### src/n2a_pkg.sv
// ----------------------------------------------------------------------------
// Number to ASCII formatter package
// Widths, character codes and the nibble to character mapping.
// ----------------------------------------------------------------------------
package n2a_pkg;

  localparam int VALUE_BITS = 32;
  localparam int HEX_DIGITS = (VALUE_BITS + 3) / 4;
  localparam int HEX_W      = HEX_DIGITS * 4;
  // Decimal digits needed for the largest unsigned value of VALUE_BITS bits.
  localparam int DEC_DIGITS = (VALUE_BITS * 30103 + 99999) / 100000;
  localparam int DEC_W      = DEC_DIGITS * 4;
  localparam int DIGITS_MAX = (DEC_DIGITS > HEX_DIGITS) ? DEC_DIGITS : HEX_DIGITS;
  localparam int EMIT_W     = DIGITS_MAX * 4;
  localparam int CNT_W      = $clog2(DIGITS_MAX + 1);
  localparam int STEP_W     = $clog2(VALUE_BITS + 1);

  localparam logic [7:0] CHAR_ZERO = 8'h30;
  localparam logic [7:0] CHAR_X    = 8'h78;
  localparam logic [7:0] CHAR_A    = 8'h41;

  localparam logic [0:0] REQ_HEX = 1'b0;
  localparam logic [0:0] REQ_DEC = 1'b1;

  function automatic logic [7:0] hex_char(input logic [3:0] nib);
    logic [7:0] code;
    if (nib > 4'd9) begin
      code = CHAR_A + {4'h0, nib} - 8'd10;
    end else begin
      code = CHAR_ZERO + {4'h0, nib};
    end
    return code;
  endfunction

endpackage

### src/number_to_ascii_formatter.sv
// ----------------------------------------------------------------------------
// Number to ASCII formatter
// Formats an unsigned value as "0x" plus uppercase hex digits, or as decimal
// digits without leading zeros, one character per output transfer.
//
//   Channel  Direction  tdata            tuser     tlast
//   in_      slave      value[31:0]      req_type  -
//   out_     master     char_code[7:0]   -         last_char
//
// A hexadecimal request is loaded, then "0x" and eight hex digits are emitted.
// A decimal request is loaded and converted in the shift and add-3 BCD unit,
// whose result is then taken; the leading zeros are dropped one digit at a
// time, the zero scan ends and the remaining digits are emitted.
// The input is ready only while no request is being worked on.
// Output stalls hold the sequencer; reset is synchronous and clears control.
// ----------------------------------------------------------------------------
module number_to_ascii_formatter (
  input  logic        clk,
  input  logic        rst_n,
  input  logic        in_tvalid,
  output logic        in_tready,
  input  logic [31:0] in_tdata,   // value[31:0]
  input  logic        in_tuser,   // req_type
  output logic        out_tvalid,
  input  logic        out_tready,
  output logic [7:0]  out_tdata,  // char_code[7:0]
  output logic        out_tlast
);

  localparam logic [2:0] ST_IDLE = 3'd0;
  localparam logic [2:0] ST_CONV = 3'd1;
  localparam logic [2:0] ST_SKIP = 3'd2;
  localparam logic [2:0] ST_PRE0 = 3'd3;
  localparam logic [2:0] ST_PRE1 = 3'd4;
  localparam logic [2:0] ST_DIG  = 3'd5;

  logic [2:0]                  state_r, state_nxt;
  logic [n2a_pkg::EMIT_W-1:0]  emit_r, emit_nxt;
  logic [n2a_pkg::CNT_W-1:0]   remain_r, remain_nxt;
  logic [7:0]                  out_data_r, out_data_nxt;
  logic                        out_last_r, out_last_nxt;
  logic                        out_valid_r, out_valid_nxt;
  logic                        load_ok;
  logic                        bcd_start;
  logic                        bcd_done;
  logic [n2a_pkg::DEC_W-1:0]   bcd;
  logic [3:0]                  top_nib;

  n2a_bcd_conv u_bcd (
    .clk   (clk),
    .rst_n (rst_n),
    .start (bcd_start),
    .value (in_tdata[n2a_pkg::VALUE_BITS-1:0]),
    .done  (bcd_done),
    .bcd   (bcd)
  );

  assign in_tready = (state_r == ST_IDLE);
  assign load_ok   = !out_valid_r || out_tready;
  assign top_nib   = emit_r[n2a_pkg::EMIT_W-1 -: 4];

  always_comb begin
    state_nxt     = state_r;
    emit_nxt      = emit_r;
    remain_nxt    = remain_r;
    out_data_nxt  = out_data_r;
    out_last_nxt  = out_last_r;
    out_valid_nxt = out_valid_r;
    bcd_start     = 1'b0;
    if (out_valid_r && out_tready) begin
      out_valid_nxt = 1'b0;
    end
    unique case (state_r)
      ST_IDLE: begin
        if (in_tvalid) begin
          if (in_tuser == n2a_pkg::REQ_DEC) begin
            bcd_start = 1'b1;
            state_nxt = ST_CONV;
          end else begin
            emit_nxt = n2a_pkg::EMIT_W'(in_tdata[n2a_pkg::VALUE_BITS-1:0])
                       << (n2a_pkg::EMIT_W - n2a_pkg::HEX_W);
            remain_nxt = n2a_pkg::CNT_W'(n2a_pkg::HEX_DIGITS);
            state_nxt  = ST_PRE0;
          end
        end
      end
      ST_CONV: begin
        if (bcd_done) begin
          emit_nxt   = n2a_pkg::EMIT_W'(bcd) << (n2a_pkg::EMIT_W - n2a_pkg::DEC_W);
          remain_nxt = n2a_pkg::CNT_W'(n2a_pkg::DEC_DIGITS);
          state_nxt  = ST_SKIP;
        end
      end
      ST_SKIP: begin
        if (top_nib == 4'd0 && remain_r > n2a_pkg::CNT_W'(1)) begin
          emit_nxt   = emit_r << 4;
          remain_nxt = remain_r - 1'b1;
        end else begin
          state_nxt = ST_DIG;
        end
      end
      ST_PRE0: begin
        if (load_ok) begin
          out_valid_nxt = 1'b1;
          out_data_nxt  = n2a_pkg::CHAR_ZERO;
          out_last_nxt  = 1'b0;
          state_nxt     = ST_PRE1;
        end
      end
      ST_PRE1: begin
        if (load_ok) begin
          out_valid_nxt = 1'b1;
          out_data_nxt  = n2a_pkg::CHAR_X;
          out_last_nxt  = 1'b0;
          state_nxt     = ST_DIG;
        end
      end
      ST_DIG: begin
        if (load_ok) begin
          out_valid_nxt = 1'b1;
          out_data_nxt  = n2a_pkg::hex_char(top_nib);
          out_last_nxt  = (remain_r == n2a_pkg::CNT_W'(1));
          emit_nxt      = emit_r << 4;
          remain_nxt    = remain_r - 1'b1;
          if (remain_r == n2a_pkg::CNT_W'(1)) begin
            state_nxt = ST_IDLE;
          end
        end
      end
      default: begin
        state_nxt = ST_IDLE;
      end
    endcase
  end

  always_ff @(posedge clk) begin
    emit_r     <= emit_nxt;
    remain_r   <= remain_nxt;
    out_data_r <= out_data_nxt;
    out_last_r <= out_last_nxt;
    if (!rst_n) begin
      state_r     <= ST_IDLE;
      out_valid_r <= 1'b0;
    end else begin
      state_r     <= state_nxt;
      out_valid_r <= out_valid_nxt;
    end
  end

  assign out_tvalid = out_valid_r;
  assign out_tdata  = out_data_r;
  assign out_tlast  = out_last_r;

endmodule

### src/n2a_bcd_conv.sv
// ----------------------------------------------------------------------------
// Binary to BCD converter
// Shift and add-3 unit, one bit of the binary value per cycle.
// ----------------------------------------------------------------------------
module n2a_bcd_conv (
  input  logic                          clk,
  input  logic                          rst_n,
  input  logic                          start,
  input  logic [n2a_pkg::VALUE_BITS-1:0] value,
  output logic                          done,
  output logic [n2a_pkg::DEC_W-1:0]     bcd
);

  logic [n2a_pkg::VALUE_BITS-1:0] bin_r, bin_nxt;
  logic [n2a_pkg::DEC_W-1:0]      bcd_r, bcd_nxt, bcd_adj;
  logic [n2a_pkg::STEP_W-1:0]     step_r, step_nxt;
  logic                           busy_r, busy_nxt;
  logic                           done_r, done_nxt;

  always_comb begin
    for (int d = 0; d < n2a_pkg::DEC_DIGITS; d++) begin
      if (bcd_r[4*d +: 4] >= 4'd5) begin
        bcd_adj[4*d +: 4] = bcd_r[4*d +: 4] + 4'd3;
      end else begin
        bcd_adj[4*d +: 4] = bcd_r[4*d +: 4];
      end
    end
  end

  always_comb begin
    bin_nxt  = bin_r;
    bcd_nxt  = bcd_r;
    step_nxt = step_r;
    busy_nxt = busy_r;
    done_nxt = 1'b0;
    if (start) begin
      bin_nxt  = value;
      bcd_nxt  = '0;
      step_nxt = n2a_pkg::STEP_W'(n2a_pkg::VALUE_BITS);
      busy_nxt = 1'b1;
    end else if (busy_r) begin
      bcd_nxt  = {bcd_adj[n2a_pkg::DEC_W-2:0], bin_r[n2a_pkg::VALUE_BITS-1]};
      bin_nxt  = {bin_r[n2a_pkg::VALUE_BITS-2:0], 1'b0};
      step_nxt = step_r - 1'b1;
      if (step_r == n2a_pkg::STEP_W'(1)) begin
        busy_nxt = 1'b0;
        done_nxt = 1'b1;
      end
    end
  end

  always_ff @(posedge clk) begin
    bin_r  <= bin_nxt;
    bcd_r  <= bcd_nxt;
    step_r <= step_nxt;
    if (!rst_n) begin
      busy_r <= 1'b0;
      done_r <= 1'b0;
    end else begin
      busy_r <= busy_nxt;
      done_r <= done_nxt;
    end
  end

  assign done = done_r;
  assign bcd  = bcd_r;

endmodule

### config.mk
export PLATFORM = sky130hd
export DESIGN_NAME = number_to_ascii_formatter
export DESIGN_NICKNAME = d
export VERILOG_FILES = /design/src/n2a_pkg.sv /design/src/number_to_ascii_formatter.sv /design/src/n2a_bcd_conv.sv
export SDC_FILE = /design/constraint.sdc
export NUM_CORES = 1
export LEC_CHECK = 0
export BUFFER_PORTS_ARGS = -buffer_cell sky130_fd_sc_hd__buf_4
export CAP_MARGIN = 20
export CORE_MARGIN = 2
export CORE_UTILIZATION = 60
export CTS_BUF_LIST = sky130_fd_sc_hd__clkbuf_4
export CTS_CLUSTER_DIAMETER = 80
export DETAILED_ROUTE_END_ITERATION = 6
export GPL_ROUTABILITY_DRIVEN = 0
export PLACE_DENSITY = 0.79
export SYNTH_ARGS = -nofsm -noshare
export SYNTH_HDL_FRONTEND = slang
export SYNTH_SLANG_ARGS = --single-unit
### constraint.sdc
create_clock -name clk -period 8.4 [get_ports clk]
set_input_delay 0.42 -clock clk [delete_from_list [all_inputs] [get_ports clk]]
set_output_delay 0.42 -clock clk [all_outputs]
set_load 0.005 [all_outputs]
Word level (Yosys, flattened, before mapping)
Cells that the tools add are included.
- register bits after elaboration: 137
- latch bits: 0
- RAM bits: 0
- memory bits (read-only): 0
- bits of input ports: 37
- memories: 0
- add/subtract/negate cells: 15
- $mul: 0
- div/mod/pow operators: 0
- order comparisons: 12
- equality and inequality tests: 17
- shifts and indexed selects: 0
- multiplexer cells: 51
- bitwise gates (word level): 2
- reduce and logical (&&, ||, !) cells: 17
- operator list (cell ; number):
    two-way mux 40 bit ; 5
    case mux 40 bit (4 select lines) ; 1
    two-way mux 32 bit ; 2
    two-way mux 4 bit ; 14
    greater-or-equal comparator 4 x 3 -> 1 bit, second input constant ; 10
    adder 4 x 2 -> 4 bit, second input constant ; 9
    two-way mux 8 bit ; 4
    two-way mux 3 bit ; 8
    case mux 8 bit (3 select lines) ; 1
    case mux 3 bit (6 select lines) ; 1
    inequality test 2 bit, second input constant ; 8
    case mux 4 bit (4 select lines) ; 1
    two-way mux 1 bit ; 12
    adder 7 x 4 -> 8 bit, first input constant ; 1
    subtractor 8 x 4 -> 8 bit, second input constant ; 1
    adder 6 x 4 -> 7 bit, first input constant ; 1
    AND reduction 7 bit ; 1
    equality test 3 x 2 -> 1 bit, second input constant ; 2
    equality test 3 bit, second input constant ; 2
    equality test 6 x 1 -> 1 bit, second input constant ; 1
    AND reduction 6 bit ; 1
    OR reduction 3 bit ; 2
    subtractor 6 x 1 -> 6 bit, second input constant ; 1
    equality test 4 x 1 -> 1 bit, second input constant ; 1
    20 further kinds ; 24

Logic depth before layout (Yosys ltp)
Gate-level depths: netlist of run 1.
- depth in word-level cells: 5
- depth in mapped cells: 7
- mapped depth without buffers: 7

Cells and area by module
A second synthesis of run 1 with hierarchy kept.
- cells, all modules: 744
- area, all modules: 7663.6 um^2
- by module, submodules not included (module ; instances ; cells each ; area each (um^2)):
    n2a_bcd_conv ; 1 ; 413 ; 4157.7
    number_to_ascii_formatter ; 1 ; 331 ; 3505.9

Worst setup path before layout of run 1
No wires, ideal clock.
- path type: register to register
- start point: register state_r[0]
- end point: register emit_r[0] in the netlist's numbering, enable pin
- setup time: 512 ps
- data arrival time: 4369 ps
- slack: 3519 ps
- cell stages (with the launch flop): 6
- period minus slack after synthesis: 4881 ps
- cell sequence: dfxtp_1 -> clkinv_1 -> clkbuf_1 -> o21ai_0 -> nand3_1 -> a211oi_1
- word-level cells in the longest chain between the ends: 3
- elaborated cells on any way between the ends: 11
- those cells by class: 8 x eq/ne; 3 x reduce/logical
- ends and longest elaborated chain (item ; line ; source):
    start: declaration ; number_to_ascii_formatter.sv:37 ; logic [2:0] state_r, state_nxt;
    start signal: assignment ; number_to_ascii_formatter.sv:145 ; state_r <= state_nxt;
    equality test 3 x 2 -> 1 bit (tied with other cells) ; number_to_ascii_formatter.sv:73 ; unique case (state_r)
    inequality test 2 bit (no line) (tied with other cells) ; - ;
    AND reduction 6 bit (no line) * ; - ;
    end signal: assignment ; number_to_ascii_formatter.sv:137 ; emit_r <= emit_nxt;
    end: declaration ; number_to_ascii_formatter.sv:38 ; logic [n2a_pkg::EMIT_W-1:0] emit_r, emit_nxt;
Every way passes the cells marked *; elsewhere a longest branch is shown, timed or not.
A chain may end at the register's enable or synchronous reset.

Final worst setup path of run 1
- start point: register state_r[0]
- end point: register emit_r[12] in the netlist's numbering, enable pin
Same word-level chain as after synthesis.

==> results of run 1 <==
[logic make-up after synthesis]
family          count (synthesis)
xor+xnor                       20
mux                            56
simple gates                  166
fa+ha+maj                      26
other cells                     1
buf+inv                        76
compound gates                218
flops                         136
[per-stage QoR]
step / total power [mW] / cell area [µm²] / std cells
2_1_floorplan: 2.18 / 7280 / 699
3_3_place_gp: 2.39 / 7640 / 849
3_5_place_dp: 2.47 / 7640 / 849
4_1_cts: 2.87 / 7900 / 881
5_1_grt: 3.12 / 7980 / 885
6_report: 2.91 / 7980 / 885
[metal layers]
metal | vias up | part of all wire | track usage
met1 | 2619 | 0.43 | 0.306
met3 | 19 | 0.053 | 0.0609
met4 | 0 | 0.015 | 0.0846
li1 | 2633 | - | -
met5 | - | 0 | 0
met2 | 155 | 0.50 | 0.413
[layout make-up]
| type | instances | area [µm²] |
|---|---|---|
| fill | 949 | 3940 |
| sequential | 136 | 3570 |
| multi-input combinational | 487 | 3400 |
| timing repair buffer | 54 | 458 |
| tap | 147 | 184 |
| clock inverter | 15 | 129 |
| clock buffer | 17 | 128 |
| inverter | 28 | 105 |
| antenna | 1 | 2.50 |
[state kept, by name (all words and copies together) (netlist names)]
| name | count |
|---|---|
| u_bcd.bcd | 40 |
| u_bcd.bin_r | 32 |
| u_bcd.step_r | 6 |
| state_r | 3 |
| out_tdata | 7 |
| u_bcd.busy_r | 1 |
| u_bcd.done | 1 |
| emit_r | 40 |
| out_tvalid | 1 |
| out_tlast | 1 |
| remain_r | 4 |
[where the power goes]
part | internal (mW) | switching (mW) | total [mW]
Clock | 0.146 | 0.253 | 0.399
Combinational | 0.526 | 0.721 | 1.25
Sequential | 1.08 | 0.182 | 1.27
Total | 1.76 | 1.16 | 2.91
[cell usage in the layout (no fill, tap or decap), drive strengths merged, types with 26 or more instances in the layout]
master / netlist / final
edfxtp: 84 / 84
inv: 27 / 29
o21a: 33 / 33
buf: 21 / 54
o22ai: 32 / 32
mux2: 31 / 31
nor2: 40 / 40
o311ai: 32 / 32
dfxtp: 52 / 52
ha: 26 / 26
o21ai: 58 / 58
a21oi: 35 / 35
nand2b: 53 / 53
[how the worst min path moves through the flow]
stage                                     from                          to  slack, ns
global placement    u_bcd.bcd[39]$_SDFFE_PP0P_  u_bcd.bcd[39]$_SDFFE_PP0P_       0.47
floorplan           u_bcd.bcd[39]$_SDFFE_PP0P_  u_bcd.bcd[39]$_SDFFE_PP0P_       0.44
finish                                   rst_n       out_tvalid$_SDFF_PN0_       0.14
detailed placement  u_bcd.bcd[39]$_SDFFE_PP0P_  u_bcd.bcd[39]$_SDFFE_PP0P_       0.47
CTS                                      rst_n       out_tvalid$_SDFF_PN0_       0.11
global route                             rst_n       out_tvalid$_SDFF_PN0_       0.10
==> impl_metrics.toml, run 1 <==
[yosys]
async_flop_share = 0
yosysMostFrequentCell = "edfxtp_1"
ys_warn_count = 0
synth_edf_count = 84
synth-seq-area-share = 0.490
syn_area_um2 = 7280
synth_top_cells_by_count = "edfxtp_1 (84), o21ai_0 (58), nand2b_1 (53)"
synth.area.top_cells = "edfxtp_1 (35%), dfxtp_1 (14%), mux2_2 (4.8%)"
synth_ff_type = "edfxtp_1"
synth_top_cell_area_share = 0.347
syn_area_per_cell_um2 = 10.4
syn_inst = 699
synth-seq-cells = 136
synthMuxAreaShare = 0.0824
synth_adder_area_share = 0.0447
synth-compound-area-share = 0.196
synth-simple-area-share = 0.118
synthXorXnorAreaFrac = 0.0241
synth_top_family_by_area = "compound AO/OA/AOI/OAI gates"
synthesis.nets = 762
ys_types = 45
yosys.area.top_type = "edfxtp_1"

[cells_and_area]
drive_gt1_frac = 0.168
finalNetCount = 787
syn2layout_area_growth_pct = 9.61
final_core_util = 0.670

[grt]
antenna_found_initial = 1
grt_pass1_vias = 5346
overflow = 0
grt_max_degree = 78
grt_pass1_wl_mm = 25.2
grt_usage = 0.244

[routing]
ant_nets = 0
wl_per_cell_um = 17.1
drc_errors = 0
first_iter_violations = 628
routed-via-count = 5426
dr.pass1.iters = 5
viasPerCell = 6.13
routed_wl_mm = 15.2

[setup_path]
crit_chain = "clkinv_1 -> o21ai_0 -> nand3_1 -> a211oi_4 -> buf_4"
cp.depth = 5
worstPathRequired_ns = 8.61
critPathArrivalTime_ns = 4.05
reg2reg_slack_ns = 4.57
start_kind = "register"
startpoint = "state_r[0]$_SDFFE_PN0P_"
crit_type = "reg -> reg"
crit-reg2reg-launch = "state_r[0]$_SDFFE_PN0P_"
cp-endpoint = "emit_r[12]$_DFFE_PP_"
crit_slowest_cell = "clkinv_1"
slowest_delay_ns = 0.95
end_kind = "register"
path_delay_family = "buffers and inverters"
reg2reg_to = "emit_r[12]$_DFFE_PP_"
r2r.worst_path.cells = 5
timing.critical_path.buf_inv = 2
cp_max_fo = 36

[run]
cap_violations = 0

[clock_network]
h-tree-depth = 4
clkSlewWorstSetupHoldPaths_ns = 0.13
cts_tree = "yes"
postCtsHoldBufs = 0
post_cts_buffers = 0
clock_latency_ns = 0.56
cts_resized = 0
cts_buffers = 17
cts_buffer_depth = 2
clock_sinks = 136
cts-root-buf = "clkbuf_4"

[timing]
period_share = 0.456
setup_viol = 0
slew_viol_final = 0
final_hold_viol_count = 0
hold_ws_ns = 0.139
setup_tns_ns = 0
min_period_ns = 3.83
fmax_ghz = 0.261
rsz0062_at_grt = "false"
slew_headroom = 0.305
skew_ns = 0.0269
setup_ws_ns = 4.57
worst_pin_slew_ns = 1.02

[power]
power_per_cell_area_nw_per_um2 = 365
p_leak_nw = 2.78
vdd_ir_drop_max_mv = 0.195

[die]
die_x_um = 114
core_area_um2 = 11900
fp-row-count = 40
io_pins = 48
die-area_um2 = 13000
die_h_um = 114
initial_core_util = 0.611

[hold_path]
hold_class = "in -> reg"
hold_path_depth = 2

[place]
pre_cts_ws_ns = 3.82
hpwl_mm = 9.65
portBuffers = 46

[status]
status = "finished, final reports clean"
Note: power is estimated with default switching activity, not from simulation.
==> run 2, diff against run 1 <==
- clock period: 8.4 -> 3.7 ns (I/O delays scaled with it)
==> impl_metrics.toml, run 2 (synthesis results as in run 1) <==
[timing]
min_period_ns = 2.85
worst_pin_slew_ns = 1.00
slew_headroom = 0.315
rsz0062_at_grt = "false"
skew_ns = 0.0150
setup_tns_ns = 0
setup_viol = 0
slew_viol_final = 0
final_hold_viol_count = 0
period_share = 0.771
fmax_ghz = 0.350

[hold_path]
worstHoldStart = "out_tready"
hold_class = "in -> reg"
hold_path_depth = 3

[setup_path]
crit_type = "reg -> reg"
end_kind = "register"
slowest_delay_ns = 0.74
critPathArrivalTime_ns = 3.27
crit_chain = "buf_4 -> nand2_1 -> nand2_1 -> buf_4 -> o21a_1"
startpoint = "state_r[1]$_SDFFE_PN0P_"
crit_slowest_cell = "dfxtp_2"
start_kind = "register"
timing.critical_path.buf_inv = 2
r2r.worst_path.cells = 5
cp.depth = 5
worstPathRequired_ns = 4.11
path_delay_family = "simple AND/OR/NAND/NOR gates"
crit-reg2reg-launch = "state_r[1]$_SDFFE_PN0P_"
cp_max_fo = 43

[routing]
viasPerCell = 6.24
wl_per_cell_um = 18.2
first_iter_violations = 467
routed_wl_mm = 16.8
routed-via-count = 5750
dr.pass1.iters = 5
drc_errors = 0
ant_nets = 0

[die]
initial_core_util = 0.611
core_area_um2 = 11900
die_h_um = 114
die_x_um = 114
io_pins = 48
fp-row-count = 40
die-area_um2 = 13000

[cells_and_area]
finalNetCount = 825
drive_gt1_frac = 0.163
syn2layout_area_growth_pct = 14.7
design_area_um2 = 8350
final_cell_mix = "edfxtp_1 (84), o21ai_0 (58), buf_4 (57), nand2b_1 (53), dfxtp_1 (49)"
layout_commonest_cell = "edfxtp_1"
antennaDiodeCount = 0

[power]
power_per_cell_area_nw_per_um2 = 819
pwr-share-seq = 0.431
vdd_ir_drop_max_mv = 0.390
power_mw = 6.83
p_comb_frac = 0.411
switching_share = 0.386
p_leak_nw = 2.97
switchingPower_mw = 2.64
power_frac_clock = 0.158
internal_power_mw = 4.19

[clock_network]
cts_buffer_depth = 2
clkSlewWorstSetupHoldPaths_ns = 0.11
clock_latency_ns = 0.54
cts-root-buf = "clkbuf_4"
cts_buffers = 17
cts_tree = "yes"
postCtsHoldBufs = 35
clock_sinks = 136
cts_resized = 0
post_cts_buffers = 0
h-tree-depth = 4

[place]
portBuffers = 46
placed_area_um2 = 7690
hpwl_mm = 10.8

[status]
status = "finished, final reports clean"

[grt]
overflow = 0
grt_max_degree = 77
grt_pass1_wl_mm = 27.5
antenna_found_initial = 0
grt_pass1_vias = 5782
grt_usage = 0.270

[run]
cap_violations = 0
==> run 2: changes by cell type in the layout (fill, tap and decap cells not counted) <==
cell and delta:
bufinv_16 +3, buf_4 +6, clkbuf_4 +4, dlygate4sd3_1 +35, diode_2 -1, clkinv_1 +1, clkinvlp_4 -4, buf_12 -1
inv_6 -2, buf_16 -2, clkinv_2 +1, clkinv_4 -3
==> run 2: path summary, 6_finish.rpt <==
path                                end  slack [ns]
min reg2reg  u_bcd.bcd[39]$_SDFFE_PP0P_        0.51
max                emit_r[26]$_DFFE_PP_        0.85
max reg2reg        emit_r[26]$_DFFE_PP_        0.85
min             out_tlast$_SDFFCE_PN0P_        0.07
==> run 2: area by class of cell <==
class | instances | area [µm²]
Timing Repair Buffer | 92 | 778
Clock inverter | 11 | 154
Multi-Input combinational cell | 487 | 3400
Inverter | 28 | 105
Tap cell | 147 | 184
Fill cell | 863 | 3560
Sequential cell | 136 | 3570
Clock buffer | 21 | 158
==> run 2: worst register-to-register path: cells and delay by family, from the launching register on <==
family | cells | cell delay, ns
flops | 1 | 0.74
simple gates | 2 | 0.98
compound gates | 1 | 0.16
buf+inv | 2 | 0.84
==> run 2: metal layers <==
metal	vias to the layer above	global-route usage	share of wire
met5	-	0	0
met4	0	0.107	0.023
met3	40	0.0519	0.063
met2	244	0.471	0.50
met1	2747	0.331	0.41
li1	2719	-	-
==> run 2: power groups by stage <==
| stage | Sequential [mW] | Combinational [mW] | Clock [mW] |
|---|---|---|---|
| after floorplan | 2.76 | 2.18 | 0 |
| after global placement | 2.93 | 2.58 | 0 |
| after detailed placement | 2.96 | 2.74 | 0 |
| after CTS | 2.93 | 2.79 | 1.09 |
| after global routing | 3.02 | 3.12 | 1.16 |
| final | 2.95 | 2.81 | 1.08 |
==> run 2: per-stage QoR <==
stage | setup slack [ns] | cells | hold slack (ns) | utilization
final | 0.846 | 922 | 0.0686 | 0.701
after global routing | 0.655 | 922 | 0.0409 | 0.701
after CTS | 0.909 | 922 | 0.0392 | 0.701
after detailed placement | 0.944 | 855 | 0.470 | 0.645
after global placement | 1.06 | 855 | 0.466 | 0.645
after floorplan | 0.333 | 699 | 0.303 | -
